**config.mk**
```make
export PLATFORM = sky130hd
export DESIGN_NAME = sukt_cell
export DESIGN_NICKNAME = d
export VERILOG_FILES = /design/src/sukt_pkg.sv /design/src/sukt_cell.sv
export SDC_FILE = /design/constraint.sdc
export NUM_CORES = 1
export LEC_CHECK = 0
export ABC_AREA = 0
export BUFFER_PORTS_ARGS = -buffer_cell sky130_fd_sc_hd__buf_2
export CORE_ASPECT_RATIO = 1.75
export CORE_MARGIN = 2
export CORE_UTILIZATION = 28
export DETAILED_ROUTE_END_ITERATION = 7
export PLACE_DENSITY = 0.66
export SLEW_MARGIN = 20
export SYNTH_ARGS = -nofsm -noshare
export SYNTH_HDL_FRONTEND = slang
export SYNTH_SLANG_ARGS = --single-unit
```
**constraint.sdc**
```tcl
create_clock -name clk -period 2.5 [get_ports clk]
set_input_delay 0 -clock clk [delete_from_list [all_inputs] [get_ports clk]]
set_output_delay 0 -clock clk [all_outputs]
set_load 0.05 [all_outputs]
```
**src/sukt_pkg.sv**
```systemverilog
// ----------------------------------------------------------------------------
// sukt_pkg
// Types, widths and codes shared by the sorted key table blocks.
// ----------------------------------------------------------------------------
`default_nettype none

package sukt_pkg;

  localparam int CAPACITY = 64;
  localparam int IDX_W    = $clog2(CAPACITY);
  localparam int CNT_W    = $clog2(CAPACITY + 1);

  // fixed field widths of the channels
  localparam int CMD_W    = 2;
  localparam int KEY_W    = 32;
  localparam int ATTR_W   = 16;
  localparam int RD_W     = 6;
  localparam int STAT_W   = 2;
  localparam int OPOS_W   = 7;

  // reduction groups used when collecting the selected cell
  localparam int GRP_SIZE = 8;
  localparam int NUM_GRP  = (CAPACITY + GRP_SIZE - 1) / GRP_SIZE;

  typedef enum logic [CMD_W-1:0] {
    CMD_INSERT = 2'd0,
    CMD_FIND   = 2'd1,
    CMD_READ   = 2'd2
  } cmd_code_t;

  typedef enum logic [STAT_W-1:0] {
    ST_OK   = 2'd0,
    ST_DUP  = 2'd1,
    ST_FULL = 2'd2,
    ST_MISS = 2'd3
  } status_t;

  typedef struct packed {
    logic [CMD_W-1:0]        command;
    logic signed [KEY_W-1:0] part_key;
    logic                    part_kind;
    logic [ATTR_W-1:0]       part_attribute;
    logic [RD_W-1:0]         read_position;
  } cmd_t;

  typedef struct packed {
    logic [STAT_W-1:0]       status;
    logic [OPOS_W-1:0]       entry_position;
    logic signed [KEY_W-1:0] out_key;
    logic                    out_kind;
    logic [ATTR_W-1:0]       out_attribute;
    logic [OPOS_W-1:0]       entry_count;
  } rsp_t;

  typedef struct packed {
    logic signed [KEY_W-1:0] key;
    logic                    kind;
    logic [ATTR_W-1:0]       attribute;
  } entry_t;

  typedef struct packed {
    logic take_left;
    logic take_new;
  } cell_ctrl_t;

  typedef enum logic [1:0] {
    S_IDLE,
    S_CMP,
    S_GATHER,
    S_APPLY
  } state_t;

endpackage

`default_nettype wire

```
**src/sukt_cell.sv**
```systemverilog
// ----------------------------------------------------------------------------
// sukt_cell
// One table slot: holds an entry, compares it against the probe key and
// takes either its left neighbor's entry or the new entry on insert.
// ----------------------------------------------------------------------------
`default_nettype none

module sukt_cell import sukt_pkg::*; (
  input  wire logic                    clk,
  input  wire cell_ctrl_t              ctrl,
  input  wire entry_t                  left,
  input  wire entry_t                  fresh,
  input  wire logic signed [KEY_W-1:0] probe,
  output entry_t                       entry,
  output logic                         gt,
  output logic                         eq
);

  always_ff @(posedge clk) begin
    if (ctrl.take_left) begin
      entry <= left;
    end else if (ctrl.take_new) begin
      entry <= fresh;
    end
  end

  assign gt = entry.key > probe;
  assign eq = entry.key == probe;

endmodule

`default_nettype wire

```
==> flow_summary.ini <==
[sta]
finalCriticalPeriod_ps = 2408
slew_violations = 0
max_slew_margin_pct = 59.88
finalSetupTns_ps = 0
period_share_pct = 96.31
tightest_slew_ps = 601.8
clock.fmax_ghz = 0.4153
rsz0062_at_grt = false
hold_viol_final = 0
setup_viol = 0

[setup_path]
cp.arrival_ps = 2410
setup.worst_path.start_class = flop
crit_required_ps = 2500
crit_cells = 7
critPathKind = reg -> out
path_buf_inv = 1
crit_family = simple AND/OR/NAND/NOR gates
critPathSlowestCell = or4_4
critPathLaunch = entry[42]
critPathCapture = gt
crit_chain = ha_4, nand4_1, or4_4, nor3_4, o31ai_2, a211oi_4, buf_6
crit_path_max_fanout = 2
cpPeakStageDelay_ps = 600
cp-end-kind = output pin

[final_layout]
largest_register_ffs = 49
largestRegisters = entry: 49 flops
diodes = 0
top_register = entry
instances_no_fill = 536
final_common_cell = buf_2
drive_above_1_share_pct = 62.35
final_nets = 573
layout_common_cells = buf_2 (182), mux2_2 (49), edfxtp_1 (49)
synthToLayoutAreaGrowth_pct = 45.89

[floorplanning]
row_count = 49
die_w_um = 80.87
start_util_pct = 28.45
pin_count = 184
dieArea_um2 = 11200
die_h_um = 138.5
core_um2 = 10180

[synthesis]
synth_warnings = 0
synth_nets = 384
ys_seq_elements = 49
ys_seq_area_share_pct = 50.82
syn-cell-area_um2 = 2895
syn_inst = 219
syn_area_per_cell_um2 = 13.22
synth_cell_types = 30

[drt]
routedWlPerCell_um = 14.32
vias = 2385
drc = 0
drt_iter0_drc = 52
vias_per_cell = 4.450
dr.pass1.iters = 4
wirelength_mm = 7.674
ant_nets = 0

[power]
power_mw = 2.569
p_leak_nw = 2.042
ir_drop_mv = 0.3512
power.density_nw_per_um2 = 608.2

[grt]
antenna_found_initial = 0
grt_max_degree = 33
track_usage_pct = 14.15
first_global_vias = 2632
grt_pass1_wl_mm = 11.99
grt-ovfl-total = 0

[job]
cap_violations = 0

[placed_design]
place_congestion = 0.7797
portBuffers = 183
dp_hpwl_mm = 6.397
place_inst = 525

[clock_network]
clockRootBuffer = clkbuf_16
htreeDepth = 2
cts_sinks = 49
numCtsBuffers = 5
clockBufferDepth = 2
cts_tree = yes
clk_pin_slew_ps = 70

[run_status]
status = complete, no violations

[min_path]
hold_path_class = in -> reg
-- synth_stat cells (all sizes together) --
library cell / n / area (um^2)
nor2: 1 / 3.750
o21ba: 1 / 10.01
nor2b: 1 / 6.260
a21oi: 12 / 60.06
a221o: 1 / 10.01
clkbuf: 1 / 3.750
nor3: 2 / 15.01
edfxtp: 49 / 1471
buf: 5 / 18.77
nand4: 6 / 43.79
o31ai: 2 / 15.01
a211oi: 2 / 20.02
o21ai: 1 / 5.000
nand3: 2 / 10.01
inv: 32 / 120.1
o22ai: 1 / 6.260
or4: 1 / 11.26
o211ai: 1 / 7.510
and2: 1 / 7.510
o21a: 3 / 22.52
mux2: 49 / 551.8
ha: 32 / 400.4
nor4b: 1 / 15.01
nand2: 7 / 26.28
a21o: 2 / 15.01
or2: 2 / 12.51
a31oi: 1 / 6.260
-- per-stage QoR --
step	utilization [%]	hold WS [ps]	area [um^2]	setup slack, ps
finish	41.50	11.19	4224	92.34
global route	41.50	4.096	4224	4.595
CTS	41.31	0.05387	4204	18.38
detailed placement	39.26	304.8	3995	213.4
global placement	39.26	302.1	3995	308.3
floorplan	-	219.9	2915	4.224
-- metal layers --
metal  up-vias  wire length (um)  global-route usage (%)
met1      1090              2617                   13.46
met4         0               198                   6.155
met2        97              4412                   27.88
met5         -                 0                       0
li1       1185                 -                       -
met3        13               445                   2.415
-- layout make-up --
type | instances | area (um^2)
fill | 1015 | 5953
inverter | 32 | 120.1
clock inverter | 3 | 17.52
tap | 127 | 158.9
sequential | 49 | 1471
multi-input combinational | 132 | 1351
timing repair buffer | 188 | 979.7
clock buffer | 5 | 125.1
-- worst min path at each step --
stage                         start        end  slack, ps  cells after the start
after CTS                 fresh[31]  entry[31]       0.05                      2
after floorplan           fresh[38]  entry[38]        220                      1
after global routing      fresh[27]  entry[27]          4                      2
final                      fresh[1]   entry[1]         10                      2
after global placement     left[16]  entry[16]        300                      2
after detailed placement  fresh[18]  entry[18]        300                      2
-- what timing repair did --
action / in CTS / in global routing
hold buffers: 3 / 0
setup endpoints to repair: 1 / 2
resized for setup: 6 / 2
cloned: 0 / 0
hold endpoints to repair: 3 / 0
buffers inserted: 0 / 0
pin swaps: 1 / 2
-- logic make-up (layout without fill, tap and decap cells) --
group | Yosys count | in the layout | share of synthesized area [%]
AO/OA/AOI/OAI | 27 | 27 | 6.137
adder cells (fa/ha/maj) | 32 | 32 | 13.83
buffers and inverters | 38 | 228 | 4.927
flip-flops | 49 | 49 | 50.82
multiplexers | 49 | 49 | 19.06
AND/OR/NAND/NOR | 24 | 24 | 5.229
-- power by group --
part | switching [mW] | internal, mW | leakage, nW
sequential | 0.0396 | 1.01 | 0.499
clock | 0.297 | 0.368 | 0.0712
combinational | 0.555 | 0.299 | 1.47
(Power assumes the default switching activity.)
